`src/rtl/srclex_pkg.sv`:
```
`default_nettype none
// ----------------------------------------------------------------------------
// Source text lexer package
// Shared widths, token kinds, scan modes, token records and keyword tables.
// ----------------------------------------------------------------------------
package srclex_pkg;

    localparam int OffsetBits   = 20;
    localparam int LineBits     = 20;
    localparam int KeywordChars = 10;
    localparam int WlenBits     = $clog2(KeywordChars + 2);
    localparam int QDepth       = 8;
    localparam int QPtrBits     = $clog2(QDepth);

    localparam logic [OffsetBits-1:0] OffsetMax = {OffsetBits{1'b1}};
    localparam logic [LineBits-1:0]   LineMax   = {LineBits{1'b1}};

    localparam logic [5:0] TK_LPAREN  = 6'd0;
    localparam logic [5:0] TK_RPAREN  = 6'd1;
    localparam logic [5:0] TK_LBRACE  = 6'd2;
    localparam logic [5:0] TK_RBRACE  = 6'd3;
    localparam logic [5:0] TK_LBRACK  = 6'd4;
    localparam logic [5:0] TK_RBRACK  = 6'd5;
    localparam logic [5:0] TK_COMMA   = 6'd6;
    localparam logic [5:0] TK_DOT     = 6'd7;
    localparam logic [5:0] TK_MINUS   = 6'd8;
    localparam logic [5:0] TK_PLUS    = 6'd9;
    localparam logic [5:0] TK_SEMI    = 6'd10;
    localparam logic [5:0] TK_SLASH   = 6'd11;
    localparam logic [5:0] TK_STAR    = 6'd12;
    localparam logic [5:0] TK_BANG    = 6'd13;
    localparam logic [5:0] TK_EQUAL   = 6'd15;
    localparam logic [5:0] TK_GREATER = 6'd17;
    localparam logic [5:0] TK_LESS    = 6'd19;
    localparam logic [5:0] TK_IDENT   = 6'd21;
    localparam logic [5:0] TK_STRING  = 6'd22;
    localparam logic [5:0] TK_NUMBER  = 6'd23;
    localparam logic [5:0] TK_UNTERM  = 6'd40;
    localparam logic [5:0] TK_UNEXP   = 6'd41;
    localparam logic [5:0] TK_EOF     = 6'd42;

    typedef enum logic [7:0] {
        M_IDLE    = 8'b0000_0001,
        M_COMMENT = 8'b0000_0010,
        M_INT     = 8'b0000_0100,
        M_DOT     = 8'b0000_1000,
        M_FRAC    = 8'b0001_0000,
        M_STRING  = 8'b0010_0000,
        M_WORD    = 8'b0100_0000,
        M_OP      = 8'b1000_0000
    } t_mode;

    typedef struct packed {
        logic [5:0]            kind;
        logic [OffsetBits-1:0] start;
        logic [OffsetBits-1:0] len;
        logic [LineBits-1:0]   line;
        logic                  last;
    } t_tok;

    typedef struct packed {
        logic [1:0]     num;
        t_tok [2:0]     tok;
    } t_emit;

    typedef struct packed {
        logic [QPtrBits:0] count;
    } t_qstat;

    typedef logic [KeywordChars-1:0][7:0] t_wbuf;

    typedef struct packed {
        logic [8*KeywordChars-1:0] text;
        logic [WlenBits-1:0]       len;
        logic [5:0]                kind;
    } t_kw;

    // Text is right-aligned: the first character sits in the highest used byte.
    localparam t_kw KwStd [16] = '{
        '{80'("and"), 4'd3, 6'd24},   '{80'("class"), 4'd5, 6'd25},
        '{80'("else"), 4'd4, 6'd26},  '{80'("false"), 4'd5, 6'd27},
        '{80'("for"), 4'd3, 6'd28},   '{80'("fun"), 4'd3, 6'd29},
        '{80'("if"), 4'd2, 6'd30},    '{80'("null"), 4'd4, 6'd31},
        '{80'("or"), 4'd2, 6'd32},    '{80'("print"), 4'd5, 6'd33},
        '{80'("return"), 4'd6, 6'd34},'{80'("super"), 4'd5, 6'd35},
        '{80'("this"), 4'd4, 6'd36},  '{80'("true"), 4'd4, 6'd37},
        '{80'("var"), 4'd3, 6'd38},   '{80'("while"), 4'd5, 6'd39}
    };

    localparam t_kw KwAlt [13] = '{
        '{80'("agentic"), 4'd7, 6'd28},   '{80'("b2b"), 4'd3, 6'd39},
        '{80'("blockchain"), 4'd10, 6'd31},'{80'("bootstrap"), 4'd9, 6'd38},
        '{80'("burnout"), 4'd7, 6'd27},   '{80'("disrupt"), 4'd7, 6'd30},
        '{80'("leverage"), 4'd8, 6'd33},  '{80'("mvp"), 4'd3, 6'd29},
        '{80'("pivot"), 4'd5, 6'd26},     '{80'("saas"), 4'd4, 6'd34},
        '{80'("scale"), 4'd5, 6'd32},     '{80'("synergy"), 4'd7, 6'd24},
        '{80'("unicorn"), 4'd7, 6'd37}
    };

    function automatic logic kw_match(t_kw e, t_wbuf buf_w, logic [WlenBits-1:0] wlen);
        logic ok;
        int   k;
        ok = (e.len == wlen);
        for (int i = 0; i < KeywordChars; i++) begin
            k = int'(e.len) - 1 - i;
            if (k >= 0 && buf_w[i] != e.text[k*8 +: 8]) begin
                ok = 1'b0;
            end
        end
        return ok;
    endfunction

    function automatic logic [5:0] word_kind(t_wbuf buf_w, logic [WlenBits-1:0] wlen,
                                             logic kw_set);
        logic [5:0] kind;
        kind = TK_IDENT;
        if (!kw_set) begin
            for (int i = 0; i < 16; i++) begin
                if (kw_match(KwStd[i], buf_w, wlen)) kind = KwStd[i].kind;
            end
        end else begin
            for (int i = 0; i < 13; i++) begin
                if (kw_match(KwAlt[i], buf_w, wlen)) kind = KwAlt[i].kind;
            end
        end
        return kind;
    endfunction

    function automatic logic [OffsetBits-1:0] sdiff(logic [OffsetBits-1:0] a,
                                                   logic [OffsetBits-1:0] b);
        return (a > b) ? a - b : '0;
    endfunction

endpackage
`default_nettype wire

```
`src/rtl/srclex_scan.sv`:
```
`default_nettype none
// ----------------------------------------------------------------------------
// Source text lexer scanner
// Consumes one byte per cycle while i_take is high, tracks the scan mode and
// counters, and produces up to three token records for each byte.
// ----------------------------------------------------------------------------
module srclex_scan
    import srclex_pkg::*;
(
    input  wire logic       i_clk,
    input  wire logic       i_rst_n,
    input  wire logic       i_take,
    input  wire logic [7:0] i_char,
    input  wire logic       i_kw_set,
    output t_emit           o_emit
);

    t_mode                 r_mode, n_mode;
    logic [OffsetBits-1:0] r_off, n_off, r_start, n_start;
    logic [LineBits-1:0]   r_line, n_line;
    logic [7:0]            r_pend, n_pend;
    logic [WlenBits-1:0]   r_wlen, n_wlen;
    t_wbuf                 r_wbuf;
    logic                  wr_en;
    logic [WlenBits-1:0]   wr_idx;

    t_tok [2:0]            tk;
    logic [1:0]            k;
    logic                  do_idle, ended, is_dig, is_alp;
    logic [OffsetBits-1:0] pos;
    logic [5:0]            op_k;

    function automatic t_tok mk(logic [5:0] kd, logic [OffsetBits-1:0] st,
                                logic [OffsetBits-1:0] ln, logic [LineBits-1:0] lc);
        t_tok t;
        t.kind  = kd;
        t.start = st;
        t.len   = ln;
        t.line  = lc;
        t.last  = 1'b0;
        return t;
    endfunction

    always_comb begin
        pos    = r_off;
        is_dig = (i_char >= "0") && (i_char <= "9");
        is_alp = ((i_char >= "a") && (i_char <= "z")) || ((i_char >= "A") && (i_char <= "Z"))
                 || (i_char == "_");
        case (r_pend)
            "!":     op_k = TK_BANG;
            "=":     op_k = TK_EQUAL;
            ">":     op_k = TK_GREATER;
            default: op_k = TK_LESS;
        endcase
        n_mode  = r_mode;
        n_start = r_start;
        n_line  = r_line;
        n_pend  = r_pend;
        n_wlen  = r_wlen;
        n_off   = r_off;
        wr_en   = 1'b0;
        wr_idx  = r_wlen;
        tk      = '0;
        k       = 2'd0;
        do_idle = 1'b0;
        ended   = 1'b0;

        case (r_mode)
            M_COMMENT: begin
                if (i_char == 8'h0A || i_char == 8'h00) do_idle = 1'b1;
            end
            M_INT, M_FRAC: begin
                if (i_char == "." && r_mode == M_INT) begin
                    n_mode = M_DOT;
                end else if (!is_dig) begin
                    tk[k] = mk(TK_NUMBER, r_start, sdiff(pos, r_start), r_line);
                    k = k + 2'd1;
                    do_idle = 1'b1;
                end
            end
            M_DOT: begin
                if (is_dig) begin
                    n_mode = M_FRAC;
                end else begin
                    tk[k] = mk(TK_NUMBER, r_start, sdiff(sdiff(pos, OffsetBits'(1)), r_start),
                               r_line);
                    k = k + 2'd1;
                    tk[k] = mk(TK_DOT, sdiff(pos, OffsetBits'(1)), OffsetBits'(1), r_line);
                    k = k + 2'd1;
                    do_idle = 1'b1;
                end
            end
            M_WORD: begin
                if (is_alp || is_dig) begin
                    if (r_wlen <= WlenBits'(KeywordChars)) begin
                        wr_en  = (r_wlen < WlenBits'(KeywordChars));
                        n_wlen = r_wlen + 1'b1;
                    end
                end else begin
                    tk[k] = mk((r_wlen > WlenBits'(KeywordChars)) ? TK_IDENT
                               : word_kind(r_wbuf, r_wlen, i_kw_set),
                               r_start, sdiff(pos, r_start), r_line);
                    k = k + 2'd1;
                    do_idle = 1'b1;
                end
            end
            M_OP: begin
                if (i_char == "=") begin
                    tk[k] = mk(op_k + 6'd1, r_start, sdiff(pos, r_start) + 1'b1, r_line);
                    k = k + 2'd1;
                    n_mode = M_IDLE;
                end else begin
                    tk[k] = mk(op_k, r_start, OffsetBits'(1), r_line);
                    k = k + 2'd1;
                    do_idle = 1'b1;
                end
            end
            M_STRING: begin
                if (i_char == 8'h22) begin
                    tk[k] = mk(TK_STRING, r_start, sdiff(pos, r_start) + 1'b1, r_line);
                    k = k + 2'd1;
                    n_mode = M_IDLE;
                end else if (i_char == 8'h00) begin
                    tk[k] = mk(TK_UNTERM, r_start, sdiff(pos, r_start), r_line);
                    k = k + 2'd1;
                    do_idle = 1'b1;
                end else if (i_char == 8'h0A) begin
                    if (r_line < LineMax) n_line = r_line + 1'b1;
                end
            end
            default: do_idle = 1'b1;
        endcase

        if (do_idle) begin
            n_mode = M_IDLE;
            if (i_char == 8'h00) begin
                tk[k] = mk(TK_EOF, pos, '0, r_line);
                k = k + 2'd1;
                n_off   = '0;
                n_line  = LineBits'(1);
                n_start = '0;
                ended   = 1'b1;
            end else begin
                n_start = pos;
                if (is_dig) begin
                    n_mode = M_INT;
                end else if (is_alp) begin
                    n_mode = M_WORD;
                    wr_en  = 1'b1;
                    wr_idx = '0;
                    n_wlen = WlenBits'(1);
                end else begin
                    case (i_char)
                        8'h20, 8'h0D, 8'h09: ;
                        8'h0A: if (r_line < LineMax) n_line = r_line + 1'b1;
                        "#": n_mode = M_COMMENT;
                        "(": begin tk[k] = mk(TK_LPAREN, pos, OffsetBits'(1), r_line);
                            k = k + 2'd1; end
                        ")": begin tk[k] = mk(TK_RPAREN, pos, OffsetBits'(1), r_line);
                            k = k + 2'd1; end
                        "{": begin tk[k] = mk(TK_LBRACE, pos, OffsetBits'(1), r_line);
                            k = k + 2'd1; end
                        "}": begin tk[k] = mk(TK_RBRACE, pos, OffsetBits'(1), r_line);
                            k = k + 2'd1; end
                        "[": begin tk[k] = mk(TK_LBRACK, pos, OffsetBits'(1), r_line);
                            k = k + 2'd1; end
                        "]": begin tk[k] = mk(TK_RBRACK, pos, OffsetBits'(1), r_line);
                            k = k + 2'd1; end
                        ",": begin tk[k] = mk(TK_COMMA, pos, OffsetBits'(1), r_line);
                            k = k + 2'd1; end
                        ".": begin tk[k] = mk(TK_DOT, pos, OffsetBits'(1), r_line);
                            k = k + 2'd1; end
                        "-": begin tk[k] = mk(TK_MINUS, pos, OffsetBits'(1), r_line);
                            k = k + 2'd1; end
                        "+": begin tk[k] = mk(TK_PLUS, pos, OffsetBits'(1), r_line);
                            k = k + 2'd1; end
                        ";": begin tk[k] = mk(TK_SEMI, pos, OffsetBits'(1), r_line);
                            k = k + 2'd1; end
                        "/": begin tk[k] = mk(TK_SLASH, pos, OffsetBits'(1), r_line);
                            k = k + 2'd1; end
                        "*": begin tk[k] = mk(TK_STAR, pos, OffsetBits'(1), r_line);
                            k = k + 2'd1; end
                        "!", "=", "<", ">": begin
                            n_mode = M_OP;
                            n_pend = i_char;
                        end
                        8'h22: n_mode = M_STRING;
                        default: begin tk[k] = mk(TK_UNEXP, pos, OffsetBits'(1), r_line);
                            k = k + 2'd1; end
                    endcase
                end
            end
        end

        if (!ended && r_off < OffsetMax) n_off = r_off + 1'b1;
        if (k != 2'd0) tk[k - 2'd1].last = 1'b1;
        o_emit.tok = tk;
        o_emit.num = i_take ? k : 2'd0;
    end

    always_ff @(posedge i_clk) begin
        if (!i_rst_n) begin
            r_mode  <= M_IDLE;
            r_off   <= '0;
            r_start <= '0;
            r_line  <= LineBits'(1);
            r_pend  <= '0;
            r_wlen  <= '0;
        end else if (i_take) begin
            r_mode  <= n_mode;
            r_off   <= n_off;
            r_start <= n_start;
            r_line  <= n_line;
            r_pend  <= n_pend;
            r_wlen  <= n_wlen;
        end
    end

    always_ff @(posedge i_clk) begin
        if (i_take && wr_en) begin
            r_wbuf[wr_idx[$clog2(KeywordChars)-1:0]] <= i_char;
        end
    end

endmodule
`default_nettype wire

```
`src/rtl/srclex_tokq.sv`:
```
`default_nettype none
// ----------------------------------------------------------------------------
// Source text lexer token queue
// Takes up to three token words per cycle and hands them out one at a time.
// ----------------------------------------------------------------------------
module srclex_tokq
    import srclex_pkg::*;
(
    input  wire logic i_clk,
    input  wire logic i_rst_n,
    input  t_emit     i_emit,
    input  wire logic i_pop,
    output t_tok      o_head,
    output t_qstat    o_stat
);

    t_tok [QDepth-1:0]   r_q;
    logic [QPtrBits-1:0] r_wp, r_rp;
    logic [QPtrBits:0]   r_cnt;
    logic                take;

    assign take        = i_pop && (r_cnt != '0);
    assign o_head      = r_q[r_rp];
    assign o_stat.count = r_cnt;

    always_ff @(posedge i_clk) begin
        if (!i_rst_n) begin
            r_wp  <= '0;
            r_rp  <= '0;
            r_cnt <= '0;
        end else begin
            r_wp  <= r_wp + QPtrBits'(i_emit.num);
            r_rp  <= r_rp + QPtrBits'(take);
            r_cnt <= r_cnt + (QPtrBits+1)'(i_emit.num) - (QPtrBits+1)'(take);
        end
    end

    always_ff @(posedge i_clk) begin
        for (int i = 0; i < 3; i++) begin
            if (i < int'(i_emit.num)) begin
                r_q[r_wp + QPtrBits'(i)] <= i_emit.tok[i];
            end
        end
    end

endmodule
`default_nettype wire

```
`src/rtl/source_text_lexer.sv`:
```
`default_nettype none
// ----------------------------------------------------------------------------
// Source text lexer
// Byte-stream lexical scanner with a token queue on its output side.
// ----------------------------------------------------------------------------
// The lexer takes one source byte per clock cycle and writes the tokens that
// byte completes (up to three) into an eight-word token queue in the same
// cycle; tokens leave the queue one per cycle while popped. A byte is refused
// only while fewer than three queue words are free, so input runs at one byte
// per cycle as long as the consumer keeps up with the token rate. Byte 0 ends
// a source and yields any pending token and then an end-of-file word.
module source_text_lexer
    import srclex_pkg::*;
(
    input  wire logic                  i_clk,
    input  wire logic                  i_rst_n,
    input  wire logic                  i_cfg_we,
    input  wire logic                  i_cfg_wdata,
    input  wire logic                  push,
    output logic                       full,
    input  wire logic [7:0]            i_char_byte,
    output logic                       empty,
    input  wire logic                  pop,
    output logic [5:0]                 o_token_kind,
    output logic [OffsetBits-1:0]      o_start_offset,
    output logic [OffsetBits-1:0]      o_token_length,
    output logic [LineBits-1:0]        o_line_number,
    output logic                       o_last_of_run
);

    logic   r_kw_set;
    logic   take;
    t_emit  emit_w;
    t_tok   head;
    t_qstat qstat;

    always_ff @(posedge i_clk) begin
        if (!i_rst_n) begin
            r_kw_set <= 1'b0;
        end else if (i_cfg_we) begin
            r_kw_set <= i_cfg_wdata;
        end
    end

    assign full  = (qstat.count > (QPtrBits+1)'(QDepth - 3));
    assign empty = (qstat.count == '0);
    assign take  = push && !full;

    srclex_scan u_scan (
        .i_clk    (i_clk),
        .i_rst_n  (i_rst_n),
        .i_take   (take),
        .i_char   (i_char_byte),
        .i_kw_set (r_kw_set),
        .o_emit   (emit_w)
    );

    srclex_tokq u_tokq (
        .i_clk   (i_clk),
        .i_rst_n (i_rst_n),
        .i_emit  (emit_w),
        .i_pop   (pop),
        .o_head  (head),
        .o_stat  (qstat)
    );

    assign o_token_kind   = head.kind;
    assign o_start_offset = head.start;
    assign o_token_length = head.len;
    assign o_line_number  = head.line;
    assign o_last_of_run  = head.last;

`ifndef SYNTHESIS
    a_cnt_bound: assert property (@(posedge i_clk) disable iff (!i_rst_n)
        qstat.count <= (QPtrBits+1)'(QDepth))
        else $error("token queue count exceeds depth");
    a_no_write_stalled: assert property (@(posedge i_clk) disable iff (!i_rst_n)
        !take |-> emit_w.num == 2'd0)
        else $error("tokens written without an accepted byte");
    a_eof_last: assert property (@(posedge i_clk) disable iff (!i_rst_n)
        (!empty && o_token_kind == TK_EOF) |-> o_last_of_run)
        else $error("end-of-file word not marked last");
    a_pop_drains: assert property (@(posedge i_clk) disable iff (!i_rst_n)
        (pop && !empty && !take) |=> qstat.count == $past(qstat.count) - 1'b1)
        else $error("queue count did not drop on pop");
`endif

endmodule
`default_nettype wire

```
`config.mk`:
```
export PLATFORM = sky130hd
export DESIGN_NAME = source_text_lexer
export DESIGN_NICKNAME = d
export VERILOG_FILES = /design/src/rtl/srclex_pkg.sv /design/src/rtl/srclex_scan.sv /design/src/rtl/srclex_tokq.sv /design/src/rtl/source_text_lexer.sv
export SDC_FILE = /design/constraint.sdc
export NUM_CORES = 2
export LEC_CHECK = 0
export ABC_AREA = 1
export BUFFER_PORTS_ARGS = -buffer_cell sky130_fd_sc_hd__buf_4
export CAP_MARGIN = 10
export CORE_MARGIN = 2
export CORE_UTILIZATION = 45
export CTS_BUF_LIST = sky130_fd_sc_hd__clkbuf_4 sky130_fd_sc_hd__clkbuf_8
export CTS_CLUSTER_DIAMETER = 50
export DETAILED_ROUTE_END_ITERATION = 8
export PLACE_DENSITY = 0.65
export SLEW_MARGIN = 25
export SYNTH_ARGS = -nofsm -noshare
export SYNTH_HDL_FRONTEND = slang
export SYNTH_SLANG_ARGS = --single-unit
```
`constraint.sdc`:
```
create_clock -name i_clk -period 9.2 [get_ports i_clk]
set_input_delay 0.46 -clock i_clk [delete_from_list [all_inputs] [get_ports i_clk]]
set_output_delay 0.46 -clock i_clk [all_outputs]
set_load 0.02 [all_outputs]
```
==> metrics.yaml <==
die_area_mm2: 0.105
cts_max_level: 4
finalWirelength_um: 203000
powerDensity_mw_per_mm2: 299
synth_ff_type: "dfxtp_1"
hold_viol_final: 0
synth_cell_types: 58
ant_nets: 0
dpl_cell_area_mm2: 0.0474
synthTopCellsByCount: "nand2_1 (2270), nor2_1 (1132), o21ai_0 (896), dfxtp_1 (627), a21oi_1 (600)"
grtUsageTotal: 0.369
cp_cell_sequence: "dlygate4sd3_1 -> buf_4 -> inv_1 -> nand2_1 -> nor2_1 -> nand2_2 -> nand4_2 -> nor2_4 -> nand3_4 -> inv_2 -> nand2_1 -> nand2_2 -> nand3_4 -> nand2_4 -> buf_4 -> nand2_4 -> buf_6 -> inv_2 -> o21ai_0 -> a21oi_1"
clk_pin_slew_ns: 0.06
synthCells: 7707
cts_sinks: 707
worstPathArrival_ns: 7.31
r2r_cells: 19
drv_slew: 0
synthTopCellsByArea: "dfxtp_1 (27%), nand2_1 (18%), o21ai_0 (9.7%)"
wl_per_cell_um: 22.5
min_path_type: "input pin to flip-flop"
r2r-start: "u_scan.r_mode[3]"
cts_buffers: 138
ys_ff_latch: 707
ys_seq_area_frac: 0.323
start_kind: "input pin"
fill_cells: 10800
ys_warn_count: 0
postCtsSetupBuffers: 0
synth.most_common_cell: "nand2_1"
critPathCaptureType: "flip-flop"
whs_path_depth: 6
cap_violations: 0
vdd_drop_max_uv: 438
syn_nets: 7788
cts_tree: "done"
relSlewSlack: 0.203
fin_tns_setup_ns: 0
critPathBufInv: 7
grt_max_degree: 173
port_buffers: 82
p_leak_nw: 23.0
synth_largest_area_cell: "dfxtp_1"
cts_resized: 0
antenna_found_initial: 2
io_pins: 83
die_w_um: 325
die_h_um: 325
ys_async_sr_fraction: 0
status: "complete, no violations"
tightestPinTransition_ns: 1.19
yosysTopAreaCellShare: 0.271
required_ns: 9.98
cp_top_family: "buffers and inverters"
rsz0062_at_grt: "no"
cp_max_fo: 88
reg2reg_to: "u_tokq.r_q[228]"
start_util: 0.454
synthesis.area_mm2: 0.0463
first_iter_violations: 7572
grt_pass1_wl_um: 302000
worstHoldStart: "pop"
areaGrowthSynthToFinish_pct: 8.83
max_freq_mhz: 153
fp-row-count: 117
finalSetupViolations: 0
finalCritPeriodShare: 0.710
fin_skew_ns: 0.0613
grt_overflow: 0
min_to: "u_tokq.r_rp[0]"
period_minus_slack_ns: 6.53
drive_gt1_frac: 0.0686
vias: 53700
syn_area_per_cell_um2: 6.00
critPathKind: "input pin to flip-flop"
final_nets: 7644
clock_latency_ns: 0.90
design_area_mm2: 0.0503
routabilityCongestion: 1.02
grt_pass1_vias: 48500
vias_per_cell: 5.95
cpPeakStageDelay_ns: 0.93
dr.pass1.iters: 9
crit_slowest_cell: "inv_2"
dp_hpwl_um: 126000
ctsRootBufferMaster: "clkbuf_8"
drc: 0
reg2reg_slack_ns: 2.97
synth_edf_count: 80
cts.path.max_buffers: 3
core-area_mm2: 0.102
[timing repair]
item | 4_1_cts | 5_1_grt
setup endpoints to repair | 0 | 0
hold buffers | 11 | 0
hold endpoints to repair | 88 | 0
[cells in the final DEF, fill, tap and decap left out, types with 31 or more instances in the layout]
cell,Yosys,routed
nand3_1,354,354
dfxtp_1,627,624
nor2_1,1132,1130
inv_2,32,34
xor2_1,46,46
ha_1,63,63
buf_4,9,165
o21ai_0,896,891
a31oi_1,77,77
nor3_1,133,117
o21ai_1,48,52
clkbuf_8,0,148
inv_1,518,512
a21oi_1,600,600
edfxtp_1,80,80
clkbuf_4,0,47
nand2_1,2270,2256
o22ai_1,66,66
nand4_1,77,77
o211ai_1,31,31
[flip-flops by register name, summed over array words and instances (netlist names)]
name            flops
u_scan.r_mode       8
u_scan.r_wlen       4
u_scan.r_pend       8
r_kw_set            1
u_tokq.r_wp         3
u_scan.r_wbuf      80
u_tokq.r_q        536
u_scan.pos         20
u_tokq.o_stat       4
u_scan.r_start     20
u_tokq.r_rp         3
u_scan.r_line      20
[tightest hold or removal path: stages]
cell and delay, ns:
buf_4 0.08, inv_1 0.05, nor2_1 0.19, ha_1 0.16, nand2_1 0.05, inv_1 0.04
[logic make-up after synthesis]
family | synth area share
buffers and inverters | 0.0882
AOI/OAI and AO/OA | 0.206
adders and majority gates | 0.0188
DFF | 0.323
xor gates and xnor gates | 0.0100
and+or+nand+nor | 0.354
[through the flow]
stage / total power [mW] / hold WS, ns / instances / utilization / setup slack, ns
finish: 15.0 / 0.181 / 9024 / 0.494 / 2.67
CTS: 14.8 / 0.146 / 9021 / 0.494 / 3.01
detailed placement: 11.6 / 0.434 / 8780 / 0.466 / 2.65
global placement: 11.5 / 0.426 / 8779 / 0.465 / 2.58
global route: 16.0 / 0.244 / 9023 / 0.494 / 2.44
floorplan: 9.32 / 0.419 / 7707 / - / 5.52
[where the power goes]
| group | switching (mW) | internal, mW | total, mW | leakage (nW) |
|---|---|---|---|---|
| Combinational | 5.06 | 2.31 | 7.37 | 15.7 |
| Sequential | 0.484 | 3.90 | 4.38 | 5.84 |
| Clock | 1.54 | 1.75 | 3.29 | 1.45 |
[layer usage]
| layer | part of all wire | global-route usage | vias to the layer above |
|---|---|---|---|
| met5 | 0 | 0 | - |
| met4 | 0.064 | 0.220 | 0 |
| met3 | 0.12 | 0.0778 | 757 |
| met2 | 0.42 | 0.552 | 3356 |
| met1 | 0.40 | 0.489 | 24600 |
| li1 | - | - | 25000 |
[worst max path at each step]
stage / slack (ns) / endpoint / from / depth (start not counted)
2_1_floorplan: 5.52 / u_tokq.r_q[156] / u_scan.pos[0] / 19
3_3_place_gp: 2.58 / u_tokq.r_q[219] / i_char_byte[4] / 23
3_5_place_dp: 2.65 / u_tokq.r_q[96] / i_char_byte[0] / 19
4_1_cts: 3.01 / u_tokq.r_q[96] / i_char_byte[0] / 20
5_1_grt: 2.44 / u_tokq.r_q[266] / i_char_byte[2] / 22
6_report: 2.67 / u_tokq.r_q[228] / i_char_byte[0] / 20
[layout make-up]
class,count,area [µm²],area share
diodes,3,7.51,0.000149
clock buffers,195,2390,0.0475
clock inverters,35,355,0.00706
inverters,561,2120,0.0422
multi-input cells,5975,27400,0.544
flip-flops and latches,707,15000,0.297
well taps,1368,1710,0.0340
repair buffers,180,1410,0.0280
Note: power is estimated with default switching activity, not from simulation.
